===== src/design/i2cm_pkg.sv =====
// Shared types and constants for the I2C master register access block.
// Used by the sequencer and the top level; depends on nothing.

package i2cm_pkg;

  localparam int unsigned CfgIdxW = 4;

  // Configuration register indexes.
  localparam logic [CfgIdxW-1:0] REG_ACK_TIMEOUT = 4'd0;
  localparam logic [CfgIdxW-1:0] REG_PHASE_TICKS = 4'd1;

  // Command opcodes carried with each tick.
  localparam logic [1:0] OP_TICK  = 2'd0;
  localparam logic [1:0] OP_WRITE = 2'd1;
  localparam logic [1:0] OP_READ  = 2'd2;

  localparam logic [7:0] ABORT_DATA = 8'hFF;

  typedef enum logic [4:0] {
    ST_IDLE        = 5'd0,
    ST_W_START     = 5'd1,
    ST_W_TX_ADDR   = 5'd2,
    ST_W_ACK_ADDR  = 5'd3,
    ST_W_TX_REG    = 5'd4,
    ST_W_ACK_REG   = 5'd5,
    ST_W_TX_DATA   = 5'd6,
    ST_W_ACK_DATA  = 5'd7,
    ST_STOP        = 5'd8,
    ST_R_START     = 5'd9,
    ST_R_TX_ADDR   = 5'd10,
    ST_R_ACK_ADDR  = 5'd11,
    ST_R_TX_REG    = 5'd12,
    ST_R_ACK_REG   = 5'd13,
    ST_R_RESTART   = 5'd14,
    ST_R_TX_ADDRR  = 5'd15,
    ST_R_ACK_ADDRR = 5'd16,
    ST_R_RX        = 5'd17,
    ST_R_MACK      = 5'd18,
    ST_ABORT       = 5'd19
  } seq_state_e;

  typedef struct packed {
    logic [7:0]  ack_timeout;
    logic [15:0] phase_ticks;
  } cfg_t;

  typedef struct packed {
    logic [1:0] opcode;
    logic [6:0] device_address;
    logic [7:0] register_address;
    logic [7:0] write_data;
    logic [7:0] burst_length;
    logic       sda_in;
  } tick_t;

  typedef struct packed {
    seq_state_e  state;
    logic [3:0]  bit_counter;
    logic [7:0]  shift_byte;
    logic [7:0]  bytes_left;
    logic [7:0]  ack_wait_count;
    logic [15:0] phase_count;
    logic [6:0]  held_device_address;
    logic [7:0]  held_register_address;
    logic [7:0]  held_write_data;
    logic        ack_failed;
  } seq_regs_t;

  typedef struct packed {
    logic       scl_out;
    logic       sda_out;
    logic [7:0] read_data;
    logic       read_valid;
    logic       last_byte;
    logic       done_res;
    logic       error;
    logic       busy_res;
  } result_t;

endpackage


===== src/design/i2cm_seq.sv =====
// Bus sequencer of the I2C master: holds the command state and computes one tick.
// Depends on i2cm_pkg for the state encoding, the tick, config and result structs.

module i2cm_seq (
  input  logic             clk_i,
  input  logic             rst_ni,
  input  logic             step_i,
  input  i2cm_pkg::tick_t  tick_i,
  input  i2cm_pkg::cfg_t   cfg_i,
  output i2cm_pkg::result_t res_o
);

  i2cm_pkg::seq_regs_t regs_q, regs_d;
  i2cm_pkg::seq_regs_t cur;
  i2cm_pkg::result_t   res;
  logic [15:0] lim;
  logic [16:0] pc_inc;
  logic [15:0] pc_next;
  logic        pend;
  logic        rd_cmd;
  logic        mack_ack;

  // Moves to a new state: clears the bit and phase counters and loads the
  // byte that the state shifts out. A read with no bytes left goes to stop.
  function automatic i2cm_pkg::seq_regs_t seq_enter(i2cm_pkg::seq_regs_t r,
                                                     i2cm_pkg::seq_state_e s);
    i2cm_pkg::seq_state_e t;
    t = s;
    if (t == i2cm_pkg::ST_R_RX && r.bytes_left == 8'd0) begin
      t = i2cm_pkg::ST_STOP;
    end
    r.state       = t;
    r.bit_counter = 4'd0;
    r.phase_count = 16'd0;
    unique case (t)
      i2cm_pkg::ST_W_TX_ADDR, i2cm_pkg::ST_R_TX_ADDR: begin
        r.shift_byte = {r.held_device_address, 1'b0};
      end
      i2cm_pkg::ST_W_TX_REG, i2cm_pkg::ST_R_TX_REG: begin
        r.shift_byte = r.held_register_address;
      end
      i2cm_pkg::ST_W_TX_DATA: begin
        r.shift_byte = r.held_write_data;
      end
      i2cm_pkg::ST_R_TX_ADDRR: begin
        r.shift_byte = {r.held_device_address, 1'b1};
      end
      i2cm_pkg::ST_R_RX: begin
        r.shift_byte = 8'd0;
      end
      default: begin
      end
    endcase
    return r;
  endfunction

  function automatic i2cm_pkg::seq_state_e seq_succ(i2cm_pkg::seq_state_e s);
    return i2cm_pkg::seq_state_e'(5'(s + 5'd1));
  endfunction

  always_comb begin
    cur          = regs_q;
    res          = '0;
    res.scl_out  = 1'b1;
    res.sda_out  = 1'b1;
    res.busy_res = 1'b1;

    // An idle sequencer takes a new command on this same tick.
    if (cur.state == i2cm_pkg::ST_IDLE || cur.state > i2cm_pkg::ST_ABORT) begin
      cur.state = i2cm_pkg::ST_IDLE;
      if (tick_i.opcode == i2cm_pkg::OP_WRITE || tick_i.opcode == i2cm_pkg::OP_READ) begin
        cur.held_device_address   = tick_i.device_address;
        cur.held_register_address = tick_i.register_address;
        cur.held_write_data       = tick_i.write_data;
        cur.bytes_left            = (tick_i.opcode == i2cm_pkg::OP_READ) ?
                                    tick_i.burst_length : 8'd0;
        cur.ack_failed            = 1'b0;
        cur = seq_enter(cur, (tick_i.opcode == i2cm_pkg::OP_WRITE) ?
                             i2cm_pkg::ST_W_START : i2cm_pkg::ST_R_START);
      end else begin
        res.busy_res = 1'b0;
      end
    end

    lim      = (cfg_i.phase_ticks == 16'd0) ? 16'd1 : cfg_i.phase_ticks;
    pc_inc   = {1'b0, cur.phase_count} + 17'd1;
    pend     = (pc_inc >= {1'b0, lim});
    pc_next  = pend ? 16'd0 : pc_inc[15:0];
    rd_cmd   = (cur.state >= i2cm_pkg::ST_R_START);
    mack_ack = (cur.bytes_left > 8'd1);
    regs_d   = cur;

    unique case (cur.state)
      i2cm_pkg::ST_IDLE: begin
      end
      i2cm_pkg::ST_W_START, i2cm_pkg::ST_R_START, i2cm_pkg::ST_R_RESTART: begin
        res.scl_out        = (cur.bit_counter < 4'd2);
        res.sda_out        = (cur.bit_counter == 4'd0);
        regs_d.phase_count = pc_next;
        if (pend) begin
          if (cur.bit_counter >= 4'd2) begin
            regs_d = seq_enter(regs_d, seq_succ(cur.state));
          end else begin
            regs_d.bit_counter = cur.bit_counter + 4'd1;
          end
        end
      end
      i2cm_pkg::ST_W_TX_ADDR, i2cm_pkg::ST_W_TX_REG, i2cm_pkg::ST_W_TX_DATA,
      i2cm_pkg::ST_R_TX_ADDR, i2cm_pkg::ST_R_TX_REG, i2cm_pkg::ST_R_TX_ADDRR: begin
        res.scl_out        = cur.bit_counter[0];
        res.sda_out        = cur.shift_byte[7];
        regs_d.phase_count = pc_next;
        if (pend) begin
          if (cur.bit_counter[0]) begin
            regs_d.shift_byte = {cur.shift_byte[6:0], 1'b0};
          end
          if (cur.bit_counter == 4'd15) begin
            regs_d = seq_enter(regs_d, seq_succ(cur.state));
          end else begin
            regs_d.bit_counter = cur.bit_counter + 4'd1;
          end
        end
      end
      i2cm_pkg::ST_W_ACK_ADDR, i2cm_pkg::ST_W_ACK_REG, i2cm_pkg::ST_W_ACK_DATA,
      i2cm_pkg::ST_R_ACK_ADDR, i2cm_pkg::ST_R_ACK_REG, i2cm_pkg::ST_R_ACK_ADDRR: begin
        unique case (cur.bit_counter)
          4'd0: begin
            res.scl_out        = 1'b0;
            regs_d.phase_count = pc_next;
            if (pend) regs_d.bit_counter = 4'd1;
          end
          4'd1: begin
            regs_d.phase_count = pc_next;
            if (pend) begin
              regs_d.bit_counter    = 4'd2;
              regs_d.ack_wait_count = 8'd0;
            end
          end
          4'd2: begin
            // SCL is held high while SDA is sampled for the acknowledge.
            if (!tick_i.sda_in) begin
              regs_d.bit_counter = 4'd3;
              regs_d.phase_count = 16'd0;
            end else if (cur.ack_wait_count >= cfg_i.ack_timeout) begin
              regs_d.ack_failed = 1'b1;
              if (rd_cmd) begin
                regs_d = seq_enter(regs_d, i2cm_pkg::ST_ABORT);
              end else begin
                regs_d.bit_counter = 4'd4;
                regs_d.phase_count = 16'd0;
              end
            end else begin
              regs_d.ack_wait_count = cur.ack_wait_count + 8'd1;
            end
          end
          4'd4: begin
            res.scl_out        = 1'b0;
            res.sda_out        = 1'b0;
            regs_d.phase_count = pc_next;
            if (pend) regs_d.bit_counter = 4'd5;
          end
          4'd5: begin
            res.sda_out        = 1'b0;
            regs_d.phase_count = pc_next;
            if (pend) regs_d.bit_counter = 4'd6;
          end
          4'd6: begin
            regs_d.phase_count = pc_next;
            if (pend) regs_d.bit_counter = 4'd3;
          end
          default: begin
            res.scl_out        = 1'b0;
            regs_d.phase_count = pc_next;
            if (pend) regs_d = seq_enter(regs_d, seq_succ(cur.state));
          end
        endcase
      end
      i2cm_pkg::ST_R_RX: begin
        res.scl_out        = ~cur.bit_counter[0];
        regs_d.phase_count = pc_next;
        if (pend) begin
          if (!cur.bit_counter[0]) begin
            regs_d.shift_byte = {cur.shift_byte[6:0], tick_i.sda_in};
            if (cur.bit_counter == 4'd14) begin
              res.read_valid = 1'b1;
              res.read_data  = regs_d.shift_byte;
              res.last_byte  = (cur.bytes_left == 8'd1);
            end
          end
          if (cur.bit_counter == 4'd15) begin
            regs_d = seq_enter(regs_d, i2cm_pkg::ST_R_MACK);
          end else begin
            regs_d.bit_counter = cur.bit_counter + 4'd1;
          end
        end
      end
      i2cm_pkg::ST_R_MACK: begin
        res.scl_out        = (cur.bit_counter == 4'd1);
        res.sda_out        = mack_ack ? (cur.bit_counter >= 4'd3) : 1'b1;
        regs_d.phase_count = pc_next;
        if (pend) begin
          if (cur.bit_counter >= (mack_ack ? 4'd3 : 4'd2)) begin
            if (cur.bytes_left != 8'd0) begin
              regs_d.bytes_left = cur.bytes_left - 8'd1;
            end
            regs_d = seq_enter(regs_d, i2cm_pkg::ST_R_RX);
          end else begin
            regs_d.bit_counter = cur.bit_counter + 4'd1;
          end
        end
      end
      i2cm_pkg::ST_STOP, i2cm_pkg::ST_ABORT: begin
        res.scl_out        = (cur.bit_counter >= 4'd1);
        res.sda_out        = (cur.bit_counter >= 4'd2);
        regs_d.phase_count = pc_next;
        if (pend) begin
          if (cur.bit_counter >= 4'd2) begin
            res.done_res = 1'b1;
            if (cur.state == i2cm_pkg::ST_ABORT) res.read_data = i2cm_pkg::ABORT_DATA;
            regs_d.state       = i2cm_pkg::ST_IDLE;
            regs_d.bit_counter = 4'd0;
            regs_d.phase_count = 16'd0;
          end else begin
            regs_d.bit_counter = cur.bit_counter + 4'd1;
          end
        end
      end
      default: begin
      end
    endcase

    res.error = regs_d.ack_failed;
  end

  assign res_o = res;

  // The all-zero pattern is the idle state with cleared counters.
  always_ff @(posedge clk_i or negedge rst_ni) begin
    if (!rst_ni) begin
      regs_q <= '0;
    end else if (step_i) begin
      regs_q <= regs_d;
    end
  end

endmodule


===== src/design/i2c_master_register_access_top.sv =====
// Top level of the I2C master register access block: config registers,
// sequencer instance and the output register with its skid stage.
// Depends on i2cm_pkg and i2cm_seq.

// Each accepted item is one bus tick and yields exactly one result item with
// the SCL and SDA levels for that tick, plus read data and status. The block
// takes one item per clock while in_stall_o is low: the sequencer advances
// its state in the cycle an item is accepted, and the result is registered
// in the output register or, while that one is held, in the skid register
// behind it; thus one more item fits and in_stall_o is a registered signal.
// Configuration registers (ack_timeout at index 0, phase_ticks at index 1)
// are always ready and must be written only while the block is idle.
module i2c_master_register_access_top (
  input  logic                          clk_i,
  input  logic                          rst_ni,
  input  logic                          in_valid_i,
  output logic                          in_stall_o,
  input  logic [1:0]                    opcode_i,
  input  logic [6:0]                    device_address_i,
  input  logic [7:0]                    register_address_i,
  input  logic [7:0]                    write_data_i,
  input  logic [7:0]                    burst_length_i,
  input  logic                          sda_in_i,
  output logic                          out_valid_o,
  input  logic                          out_stall_i,
  output logic                          scl_out_o,
  output logic                          sda_out_o,
  output logic [7:0]                    read_data_o,
  output logic                          read_valid_o,
  output logic                          last_byte_o,
  output logic                          done_res_o,
  output logic                          error_o,
  output logic                          busy_res_o,
  input  logic                          cfg_valid_i,
  output logic                          cfg_ready_o,
  input  logic [i2cm_pkg::CfgIdxW-1:0]  cfg_index_i,
  input  logic [15:0]                   cfg_data_i
);

  i2cm_pkg::cfg_t    cfg_q;
  i2cm_pkg::tick_t   tick;
  i2cm_pkg::result_t step_res;
  i2cm_pkg::result_t out_q, skid_q;
  logic              out_valid_q, skid_valid_q;
  logic              in_fire, out_fire;

  assign cfg_ready_o = 1'b1;

  always_ff @(posedge clk_i or negedge rst_ni) begin
    if (!rst_ni) begin
      cfg_q.ack_timeout <= 8'd250;
      cfg_q.phase_ticks <= 16'd1;
    end else if (cfg_valid_i && cfg_ready_o) begin
      if (cfg_index_i == i2cm_pkg::REG_ACK_TIMEOUT) begin
        cfg_q.ack_timeout <= cfg_data_i[7:0];
      end else if (cfg_index_i == i2cm_pkg::REG_PHASE_TICKS) begin
        cfg_q.phase_ticks <= cfg_data_i;
      end
    end
  end

  assign tick.opcode           = opcode_i;
  assign tick.device_address   = device_address_i;
  assign tick.register_address = register_address_i;
  assign tick.write_data       = write_data_i;
  assign tick.burst_length     = burst_length_i;
  assign tick.sda_in           = sda_in_i;

  assign in_stall_o = skid_valid_q;
  assign in_fire    = in_valid_i && !skid_valid_q;
  assign out_fire   = out_valid_q && !out_stall_i;

  i2cm_seq u_seq (
    .clk_i  (clk_i),
    .rst_ni (rst_ni),
    .step_i (in_fire),
    .tick_i (tick),
    .cfg_i  (cfg_q),
    .res_o  (step_res)
  );

  // The skid register only fills while the output register is full and held.
  always_ff @(posedge clk_i or negedge rst_ni) begin
    if (!rst_ni) begin
      out_valid_q  <= 1'b0;
      skid_valid_q <= 1'b0;
    end else begin
      if (out_fire || !out_valid_q) begin
        if (skid_valid_q) begin
          out_valid_q  <= 1'b1;
          skid_valid_q <= 1'b0;
        end else begin
          out_valid_q <= in_fire;
        end
      end else if (in_fire) begin
        skid_valid_q <= 1'b1;
      end
    end
  end

  always_ff @(posedge clk_i) begin
    if (out_fire || !out_valid_q) begin
      if (skid_valid_q) begin
        out_q <= skid_q;
      end else if (in_fire) begin
        out_q <= step_res;
      end
    end else if (in_fire) begin
      skid_q <= step_res;
    end
  end

  assign out_valid_o  = out_valid_q;
  assign scl_out_o    = out_q.scl_out;
  assign sda_out_o    = out_q.sda_out;
  assign read_data_o  = out_q.read_data;
  assign read_valid_o = out_q.read_valid;
  assign last_byte_o  = out_q.last_byte;
  assign done_res_o   = out_q.done_res;
  assign error_o      = out_q.error;
  assign busy_res_o   = out_q.busy_res;

endmodule


===== config.mk =====
export PLATFORM = sky130hd
export DESIGN_NAME = i2c_master_register_access_top
export DESIGN_NICKNAME = d
export VERILOG_FILES = /design/src/design/i2cm_pkg.sv /design/src/design/i2cm_seq.sv /design/src/design/i2c_master_register_access_top.sv
export SDC_FILE = /design/constraint.sdc
export NUM_CORES = 1
export LEC_CHECK = 0
export ABC_AREA = 1
export ABC_CLOCK_PERIOD_IN_PS = 5640
export BUFFER_PORTS_ARGS = -buffer_cell sky130_fd_sc_hd__buf_2
export CORE_ASPECT_RATIO = 1.25
export CORE_MARGIN = 3
export CORE_UTILIZATION = 55
export CTS_BUF_LIST = sky130_fd_sc_hd__clkbuf_4 sky130_fd_sc_hd__clkbuf_8 sky130_fd_sc_hd__clkbuf_16
export CTS_CLUSTER_SIZE = 30
export DETAILED_ROUTE_END_ITERATION = 8
export MAX_ROUTING_LAYER = met4
export PLACE_DENSITY = 0.74
export SLEW_MARGIN = 0
export SYNTH_ARGS = -nofsm -noshare
export SYNTH_HDL_FRONTEND = slang
export SYNTH_SLANG_ARGS = --single-unit

===== constraint.sdc =====
create_clock -name clk_i -period 5.64 [get_ports clk_i]
set_clock_uncertainty 0.15 [all_clocks]
set_input_delay 0.282 -clock clk_i [delete_from_list [all_inputs] [get_ports clk_i]]
set_output_delay 0.282 -clock clk_i [all_outputs]
set_load 0.1 [all_outputs]

==> results of run 1 <==
==> cells in the mapped netlist (4+ instances only) <==
cell      number
nor4_1         4
inv_1        170
nor2_4         4
edfxtp_1      30
a31oi_1       13
o21ai_0      119
o21ai_2        6
o211ai_1       8
a21oi_1       49
ha_1          44
nand2_4        9
buf_2          6
nand3_1      102
nor3_1        15
o21ai_1        7
a22oi_1        8
xnor2_1        4
o22ai_1        5
nand2_2       18
nor2_1       116
nand3b_1       5
nor2_2         9
clkbuf_1      24
nand4_1       27
inv_2          9
dfrtp_1       92
dfstp_2        7
nand2_1      387
xor2_1        15
==> path summary, 6_finish.rpt <==
check / from / to / depth (start not counted)
setup / recovery: u_seq.regs_q[72] / read_data_o[3] / 27
hold / removal: device_address_i[3] / u_seq.regs_q[20] / 5
setup reg to reg: u_seq.regs_q[72] / read_data_o[3] / 27
hold reg to reg: u_seq.regs_q[18] / u_seq.regs_q[18] / 2
max in group asynchronous: rst_ni / u_seq.regs_q[70] / 3
min in group asynchronous: rst_ni / u_seq.regs_q[60] / 2
==> layout make-up <==
class                      count  area [sq um]  share of cell area, %
clock buffer                  20         483.0                  4.447
multi-input combinational   1003          5186                  47.75
clock inverter                12         142.6                  1.313
timing repair buffer         110         690.7                  6.359
tap                          220         275.3                  2.535
sequential                   129          3387                  31.19
inverter                     184         695.7                  6.406
==> state kept, by name, summed over array words and instances (netlist names) <==
name,cells
skid_q,15
read_data_o,8
sda_out_o,1
done_res_o,1
u_seq.regs_q,73
error_o,1
last_byte_o,1
in_stall_o,1
cfg_q,24
out_valid_o,1
read_valid_o,1
busy_res_o,1
scl_out_o,1
==> power groups by stage <==
stage / Clock, W / Combinational, W / Sequential [W]
5_1_grt: 0.00123 / 0.00426 / 0.00146
3_3_place_gp: 0 / 0.00369 / 0.00143
3_5_place_dp: 0 / 0.00372 / 0.00144
4_1_cts: 0.00119 / 0.00376 / 0.00143
2_1_floorplan: 0 / 0.00276 / 0.00153
6_report: 0.00117 / 0.00380 / 0.00143
==> tightest hold or removal path: stages <==
cell	delay [ns]
buf_2	0.07
nand2_1	0.04
o21ai_0	0.09
nand2_1	0.05
o21ai_0	0.06
==> timing repair <==
action,in CTS,in global routing
hold buffers,20,0
endpoints found under the hold margin,56,0
gates resized for setup,0,0
==> cell families after synthesis <==
group | after synthesis
other cells | 1
xor+xnor | 19
flops | 129
simple gates | 705
compound gates | 233
fa+ha+maj | 44
mux | 1
buf+inv | 225
==> layer usage <==
metal / part of all wire, % / vias to the layer above / wire (microns)
met5: 0 / - / 0
met4: 3.3 / 0 / 860
met3: 4.8 / 65 / 1242
met2: 50 / 303 / 12990
met1: 42 / 4226 / 11030
li1: - / 4611 / -
==> metrics by stage <==
| stage | utilization, % | total power (W) | instances | area, sq um |
|---|---|---|---|---|
| 3_5_place_dp | 59.58 | 0.005163 | 1626 | 10030 |
| 6_report | 64.48 | 0.006400 | 1678 | 10860 |
| 4_1_cts | 64.48 | 0.006375 | 1678 | 10860 |
| 2_1_floorplan | - | 0.004285 | 1357 | 9484 |
| 5_1_grt | 64.48 | 0.006958 | 1678 | 10860 |
| 3_3_place_gp | 59.58 | 0.005127 | 1626 | 10030 |
==> cell usage in the layout, fill, tap and decap left out, types with 20 or more instances in the layout <==
cell type / instances
buf_2: 74
ha_1: 44
nand2_1: 387
dlygate4sd3_1: 20
nand3_1: 102
nor2_1: 116
o21ai_0: 119
nand4_1: 27
edfxtp_1: 30
inv_1: 169
dfrtp_1: 92
a21oi_1: 49
==> results.json, run 1 <==
{
  "outcome": "finished clean",
  "synth_top_area_cell": "dfrtp_1",
  "combPwrFrac_pct": 59.4,
  "routed_wl_microns": 26120,
  "synth_edf_count": 30,
  "cts.reportedPaths.clkPinSlew_ns": 0.06,
  "cp.required_ns": 5.67,
  "fmax_mhz": 200.4,
  "max-slew-margin-rel_pct": 35.63,
  "critPathMaxFanout": 32,
  "peakVddDrop_mv": 0.2520,
  "grt_max_degree": 77,
  "synth_nets": 1460,
  "numPortBuffers": 75,
  "p_clk_share_pct": 18.3,
  "final.setup.tns_ns": 0,
  "dp_hpwl_microns": 19230,
  "die_w_microns": 123.5,
  "tightest_slew_ns": 0.9628,
  "coreArea_sq_um": 16840,
  "gp_congestion": 0.9973,
  "critPathBufInv": 5,
  "dieArea_sq_um": 18870,
  "seqPwrFrac_pct": 22.3,
  "yosys-top-cells-area": "dfrtp_1 (24%), nand2_1 (15%), edfxtp_1 (9.5%)",
  "critPathMaxStageDelay_ns": 0.40,
  "rows": 53,
  "first_pass_iters": 6,
  "crit_slowest_cell": "dfrtp_1",
  "pin_count": 77,
  "antenna_found_initial": 0,
  "drc": 0,
  "avgRoutedWirePerCell_microns": 15.57,
  "clockBufferDepth": 2,
  "die_y_microns": 152.8,
  "synth_compound_area_share_pct": 13.94,
  "grt_pass1_wl_microns": 43280,
  "drt_iter0_drc": 753,
  "crit_type": "reg -> reg",
  "p_int_w": 0.003095,
  "vias": 9205,
  "period_minus_slack_ns": 4.990,
  "postRouteAntennaNets": 0,
  "ys.flop_type": "dfrtp_1",
  "ys_types": 55,
  "grt_use_met1_pct": 36.55,
  "layout.nets": 1548,
  "fill_cells": 1533,
  "use_met2_pct": 48.65,
  "critPathArrivalTime_ns": 5.02,
  "grt-ovfl-total": 0,
  "setup_slack_ns": 0.6505,
  "grtUsageMet3_pct": 3.997,
  "grtUsageTotal_pct": 29.47,
  "hold_viol_final": 0,
  "ys_seq_area_share_pct": 35.71,
  "yosys.area_share.adder_pct": 5.805,
  "synth_xor_area_share_pct": 1.755,
  "hold_path_class": "in -> reg",
  "synth_area_sq_um": 9484,
  "p_leak_nw": 5.369,
  "root_buffer": "clkbuf_16",
  "maxCapViolations": 0,
  "area_growth_pct": 14.51,
  "start_kind": "flip-flop",
  "cellPowerDensity_nw_per_um2": 589.3,
  "synth_mux_area_share_pct": 0.1187,
  "cts_tree": "yes",
  "avgSynthCellArea_sq_um": 6.989,
  "path_delay_family": "simple AND/OR/NAND/NOR gates",
  "diodes": 0,
  "rsz0062_at_grt": "no",
  "grt.busiest_layer": "met2",
  "synthSimpleGateAreaFrac_pct": 33.02,
  "setup_viol": 0,
  "synthCells": 1357,
  "synth_top_area_share_pct": 24.27,
  "post-cts-setup-buffers": 0,
  "synth_top_family_by_area": "simple AND/OR/NAND/NOR gates",
  "synthArstFlopShare_pct": 76.74,
  "cts-htree-levels": 4,
  "post-place-ws_ns": 0.6359,
  "cp-end-kind": "flip-flop",
  "clock_sinks": 129,
  "hold-worst-slack_ns": 0.06608,
  "yosys_warnings": 0,
  "clk_latency_ns": 0.43,
  "fin_crit_sh_pct": 88.47,
  "ys_ff_latch": 129,
  "drv_slew": 0,
  "grt_pass1_vias": 8740,
  "rrSetupSlack_ns": 0.65,
  "via_per_inst": 5.486,
  "switching_share_pct": 51.64,
  "cts_buffers": 17,
  "start_util_pct": 56.31,
  "layout-drive-gt1-share_pct": 13.65,
  "p_sw_w": 0.003305,
  "crit_path_frequent_cell": "nand2_1"
}
No activity file was read; power rests on OpenSTA's default activity.
==> inputs of run 2 (changes only) <==
Settings changed: CORE_ASPECT_RATIO 1.25 to not set, SYNTH_HIERARCHICAL set to 1.
==> run 2 against run 1 <==
- hold slack worse by 0.0030 ns
- maximum frequency is 1.6% higher
- sequential share of layout area is 0.45 points higher
==> results.json, run 2 <==
{
  "drv_slew": 0,
  "via_per_inst": 5.600,
  "final_common_cell": "nand2_1",
  "largest_reg_flops": 73,
  "synth_nets": 1426,
  "reg.largest.list": "u_seq/regs_q (73), cfg_q (24), skid_q (15)",
  "path_delay_family": "simple AND/OR/NAND/NOR gates",
  "antenna_found_initial": 0,
  "cp-end-kind": "flip-flop",
  "clock_sinks": 129,
  "yosys_warnings": 6,
  "ys.flop_type": "dfrtp_1",
  "layout-drive-gt1-share_pct": 12.68,
  "ys_ff_latch": 129,
  "final.setup.tns_ns": 0,
  "totalPowerFinal_w": 0.006828,
  "fmax_mhz": 203.7,
  "clockBufferDepth": 2,
  "drt_iter0_drc": 746,
  "crit_path_frequent_cell": "nand2_1",
  "synth_area_sq_um": 9417,
  "cts-htree-levels": 4,
  "use_met2_pct": 46.71,
  "tightest_slew_ns": 0.8588,
  "avgSynthCellArea_sq_um": 7.128,
  "yosys-top-cells-area": "dfrtp_1 (24%), nand2_1 (15%), edfxtp_1 (9.6%)",
  "cts_resized": 0,
  "pin_count": 77,
  "dpl_cell_area_sq_um": 9981,
  "clk_latency_ns": 0.42,
  "grt-ovfl-total": 0,
  "synth_top_area_cell": "dfrtp_1",
  "diodes": 0,
  "synth.most_common_cell": "nand2_1",
  "start_util_pct": 56.58,
  "cts.reportedPaths.clkPinSlew_ns": 0.06,
  "cellPowerDensity_nw_per_um2": 637.8,
  "synth_top_area_share_pct": 24.45,
  "drc": 0,
  "ys_types": 54,
  "critPathBufInv": 2,
  "hold_viol_final": 0,
  "synth_edf_count": 30,
  "grt.busiest_layer": "met2",
  "postLayoutCoreUtil_pct": 64.33,
  "holdBufCountCts": 18,
  "layout.nets": 1511,
  "grtUsageTotal_pct": 28.96,
  "max-slew-margin-rel_pct": 42.74,
  "post-cts-setup-buffers": 0,
  "ys_seq_area_share_pct": 35.97,
  "avgRoutedWirePerCell_microns": 15.69,
  "vias": 9179,
  "die_y_microns": 136.8,
  "fin_crit_sh_pct": 87.06,
  "hold_path_class": "in -> reg",
  "grt_max_degree": 64,
  "synthArstFlopShare_pct": 76.74,
  "path_depth": 27,
  "die_w_microns": 136.8,
  "p_leak_nw": 5.393,
  "peakVddDrop_mv": 0.3702,
  "critPathArrivalTime_ns": 4.93,
  "period_minus_slack_ns": 4.910,
  "gp_congestion": 1.022,
  "instances_no_fill": 1639,
  "synthCells": 1321,
  "start_kind": "flip-flop",
  "critPathMaxFanout": 12,
  "fill_cells": 1496,
  "outcome": "finished clean",
  "place_inst": 1589,
  "rows": 47,
  "final_cell_mix": "nand2_1 (384), inv_1 (183), o21ai_0 (104)",
  "critPathMaxStageDelay_ns": 0.51,
  "fin_area_sq_um": 10710,
  "first_pass_iters": 5,
  "cp.required_ns": 5.66,
  "grtUsageMet3_pct": 4.044,
  "routed_wl_microns": 25720,
  "crit_type": "reg -> reg",
  "rsz0062_at_grt": "no",
  "synth_common_cells": "nand2_1 (384), inv_1 (183), o21ai_0 (104)",
  "cts_tree": "yes",
  "dp_hpwl_microns": 18630,
  "area_growth_pct": 13.70,
  "ff2ff_path_depth": 27,
  "coreArea_sq_um": 16640,
  "crit_slowest_cell": "dfrtp_1",
  "top_register": "u_seq/regs_q",
  "setup_viol": 0,
  "maxCapViolations": 0,
  "dieArea_sq_um": 18730,
  "postRouteAntennaNets": 0,
  "hold_depth": 3,
  "root_buffer": "clkbuf_16",
  "grt_pass1_wl_microns": 41860,
  "grt_use_met1_pct": 37.34,
  "numPortBuffers": 75,
  "grt_pass1_vias": 8577,
  "cts_buffers": 17
}
==> run 2: cell count changes after synthesis, sizes merged, moves of 7 or more <==
cell   before  now
nand4      27   34
nand2     414  395
nor2      129  102
inv       181  191
a22oi       8   18
o31ai       0    9
o21ai     132  111
mux2        1   15
nand3     106   90
==> run 2: cell families after synthesis <==
kind of cell             share of synthesized area (%)
adder cells (fa/ha/maj)                          6.112
XOR/XNOR                                         1.767
multiplexers                                     1.794
AND/OR/NAND/NOR                                  30.27
other                                          0.03982
flip-flops                                       35.97
AO/OA/AOI/OAI                                    14.11
buffers and inverters                            9.939
==> run 2: area by class of cell <==
cell class              instances  area, sq um  share of cell area, %
clock buffers                  19        440.4                  4.114
flip-flops and latches        129         3387                  31.63
repair buffers                108        670.6                  6.264
well taps                     220        275.3                  2.571
clock inverters                13        105.1                 0.9817
multi-input cells             958         5106                  47.69
inverters                     192        721.9                  6.743
==> run 2: worst paths after layout <==
path | from | endpoint | slack (ns)
max | u_seq/regs_q[70] | read_data_o[7] | 0.73
min | out_stall_i | out_valid_o | 0.06
max reg2reg | u_seq/regs_q[70] | read_data_o[7] | 0.73
min reg2reg | cfg_q[19] | cfg_q[19] | 0.32
max in group asynchronous | rst_ni | cfg_q[23] | 3.93
min in group asynchronous | rst_ni | in_stall_o | 0.37
==> run 2: worst register-to-register path: stages, from the launching register on <==
cell	delay, ns
dfrtp_1	0.51
nor2_4	0.07
nand3_4	0.13
nand2_4	0.12
nand2_4	0.19
inv_2	0.11
nor2_1	0.14
ha_1	0.20
nand3_1	0.10
nor2_2	0.14
nand3_2	0.12
nor2_2	0.19
xor2_1	0.27
ha_1	0.30
a21oi_1	0.16
o21a_1	0.14
nand2_1	0.05
nand2_1	0.05
nand2_1	0.05
nand2_1	0.06
nand2_1	0.05
nand2_1	0.07
nand3_2	0.23
nand2_1	0.30
inv_1	0.10
nand2_1	0.19
o21ai_0	0.19
mux2_1	0.31
==> run 2: metal layers <==
layer  part of all wire [%]  wire length (microns)  up-vias
met5                      0                      0        -
met4                    2.8                    728        0
met3                    6.6                   1695       54
met2                     48                  12420      356
met1                     42                  10870     4257
li1                       -                      -     4512
==> run 2: metrics by stage <==
stage,hold WS (ns),setup slack (ns)
after floorplan,-0.1636,1.265
after global placement,0.3034,0.7581
after detailed placement,0.3048,0.6449
after CTS,0.05264,0.8022
after global routing,0.06826,0.2528
final,0.06310,0.7300
==> run 2: where the power goes <==
part | leakage, nW | switching [W] | total, W | internal [W]
combinational | 3.64 | 0.00299 | 0.00431 | 0.00132
clock | 0.263 | 0.000455 | 0.00103 | 0.000580
sequential | 1.49 | 0.000194 | 0.00148 | 0.00129
total | 5.39 | 0.00364 | 0.00683 | 0.00318
==> inputs of run 3 (changes only) <==
Settings changed: CORE_UTILIZATION 55 to 61, PLACE_DENSITY 0.74 to 0.81.
==> run 3 against run 2 <==
- worst setup slack got worse by 0.062 ns
- largest power group unchanged
- sequential cell count unchanged
- cell count decreased by 2.1%
- register-to-register slack got worse by 0.06 ns
- non-clock buffer count increased by 1
==> results.json, run 3 (synthesis gave the netlist of run 2 again) <==
{
  "dp_hpwl_microns": 18500,
  "gp_congestion": 1.004,
  "grt-ovfl-total": 0,
  "final_cell_mix": "nand2_1 (384), inv_1 (183), o21ai_0 (104)",
  "reg2reg_to": "read_data_o[1]",
  "critPathMaxStageDelay_ns": 0.48,
  "p_int_w": 0.003304,
  "switching_share_pct": 52.49,
  "crit_path_frequent_cell": "nand2_1",
  "hold_viol_final": 0,
  "outcome": "finished clean",
  "antenna_found_initial": 0,
  "setup_viol": 0,
  "place_inst": 1553,
  "grt_pass1_vias": 8873,
  "clk_latency_ns": 0.43,
  "crit_type": "reg -> reg",
  "hold_path_class": "in -> reg",
  "final.setup.tns_ns": 0,
  "maxCapViolations": 0,
  "first_pass_iters": 6,
  "largest_reg_flops": 73,
  "cp.required_ns": 5.66,
  "layout.nets": 1512,
  "critPathMaxFanout": 14,
  "totalPowerFinal_w": 0.006953,
  "vias": 9382,
  "area_growth_pct": 14.02,
  "postRouteAntennaNets": 0,
  "ff2ff_path_depth": 23,
  "dieArea_sq_um": 16960,
  "fin_crit_sh_pct": 88.15,
  "tightest_slew_ns": 1.185,
  "top_register": "u_seq/regs_q",
  "post-cts-setup-buffers": 0,
  "cts_resized": 0,
  "root_buffer": "clkbuf_16",
  "reg.largest.list": "u_seq/regs_q (73), cfg_q (24), skid_q (15)",
  "rows": 44,
  "cts_buffers": 17,
  "cts_tree": "yes",
  "fmax_mhz": 201.1,
  "holdPathEnd": "in_stall_o",
  "cts-htree-levels": 4,
  "p_clk_share_pct": 16.2,
  "via_per_inst": 5.849,
  "grtUsageTotal_pct": 32.27,
  "reg2reg_from": "u_seq/regs_q[70]",
  "regArea_sq_um": 3387,
  "start_kind": "flip-flop",
  "rrSetupSlack_ns": 0.67,
  "start_util_pct": 63.59,
  "fill_cells": 1208,
  "avgRoutedWirePerCell_microns": 16.16,
  "layout-drive-gt1-share_pct": 12.68,
  "drt_iter0_drc": 739,
  "grt_max_degree": 60,
  "period_minus_slack_ns": 4.972,
  "peakVddDrop_mv": 0.3676,
  "pin_count": 77,
  "hold_depth": 3,
  "final_common_cell": "nand2_1",
  "instances_no_fill": 1604,
  "numPortBuffers": 75,
  "seqPwrFrac_pct": 21.4,
  "cellPowerDensity_nw_per_um2": 647.6,
  "p_leak_nw": 5.431,
  "drc": 0,
  "clock_sinks": 129,
  "coreArea_sq_um": 14810,
  "combPwrFrac_pct": 62.4,
  "drv_slew": 0,
  "die_y_microns": 130.2,
  "hold_start": "out_stall_i",
  "die_w_microns": 130.2,
  "cp-end-kind": "flip-flop",
  "critPathArrivalTime_ns": 4.99,
  "path_cells": "o21ai_2 > nand2_4 > nand2_4 > inv_2 > nor2_1 > ha_1 > nand3_1 > nor2_2 > nand3_2 > nor2_2 > nand2_1 > nor3_1 > xor2_1 > ha_1 > nand2_1 > nor3_1 > a31oi_1 > nand3_2 > nand2_1 > inv_1 > nand2_1 > o21ai_0 > mux2_1",
  "grt_pass1_wl_microns": 42480,
  "routed_wl_microns": 25920,
  "diodes": 0,
  "clockBufferDepth": 2,
  "multiInputGateArea_sq_um": 5106,
  "max-slew-margin-rel_pct": 20.55,
  "crit_slowest_cell": "dfrtp_1",
  "cts.reportedPaths.clkPinSlew_ns": 0.06,
  "p_sw_w": 0.003649,
  "rsz0062_at_grt": "no"
}
-- run 3: area by class of cell --
cell class | count | share of cell area, %
clock inverter | 9 | 0.8507
multi-input combinational | 958 | 47.56
tap | 184 | 2.144
inverter | 192 | 6.724
sequential | 129 | 31.55
clock buffer | 23 | 4.836
timing repair buffer | 109 | 6.340
-- run 3: stage by stage --
step | worst slack, ns | hold WS [ns] | instance area (sq um) | util [%]
floorplan | 1.265 | -0.1636 | 9417 | -
global placement | 0.8504 | 0.2106 | 9936 | 67.09
detailed placement | 0.6078 | 0.2091 | 9936 | 67.09
CTS | 0.7540 | 0.01860 | 10740 | 72.50
global route | 0.2425 | 0.07250 | 10740 | 72.50
finish | 0.6684 | 0.03908 | 10740 | 72.50
-- run 3: repair_timing --
action | CTS | global route
hold buffers | 19 | 0
hold endpoints to repair | 68 | 0
setup endpoints to repair | 0 | 0
-- run 3: per-layer routing --
| metal | GRT usage (%) | vias to the layer above | wire (microns) |
|---|---|---|---|
| met5 | - | - | 0 |
| met4 | 12.96 | 0 | 869 |
| met3 | 5.444 | 68 | 1714 |
| met2 | 53.53 | 413 | 12660 |
| met1 | 39.24 | 4394 | 10680 |
| li1 | - | 4507 | - |
-- run 3: how the worst max path moves through the flow --
stage / from / end / slack [ns] / depth (start not counted)
after global routing: u_seq/regs_q[70] / read_data_o[1] / 0.24 / 21
after floorplan: opcode_i[0] / read_data_o[0] / 1.27 / 28
after global placement: opcode_i[0] / read_data_o[1] / 0.85 / 28
after CTS: u_seq/regs_q[70] / read_data_o[1] / 0.75 / 23
after detailed placement: opcode_i[0] / read_data_o[1] / 0.61 / 25
final: u_seq/regs_q[70] / read_data_o[1] / 0.67 / 23
-- run 3: worst max-delay path, delay by kind of cell, from the launching register on --
kind / cells / cell delay [ns]
muxes: 1 / 0.32
adders and majority gates: 2 / 0.48
buffers and inverters: 2 / 0.18
and+or+nand+nor: 14 / 2.20
xor gates and xnor gates: 1 / 0.23
AOI/OAI and AO/OA: 3 / 0.65
DFF: 1 / 0.48
-- run 3: power groups by stage --
| stage | Clock [W] | Sequential [W] | Combinational, W |
|---|---|---|---|
| finish | 0.00112 | 0.00149 | 0.00434 |
| global route | 0.00117 | 0.00152 | 0.00484 |
| CTS | 0.00113 | 0.00149 | 0.00423 |
| detailed placement | 0 | 0.00150 | 0.00417 |
| global placement | 0 | 0.00149 | 0.00411 |
| floorplan | 0 | 0.00157 | 0.00307 |
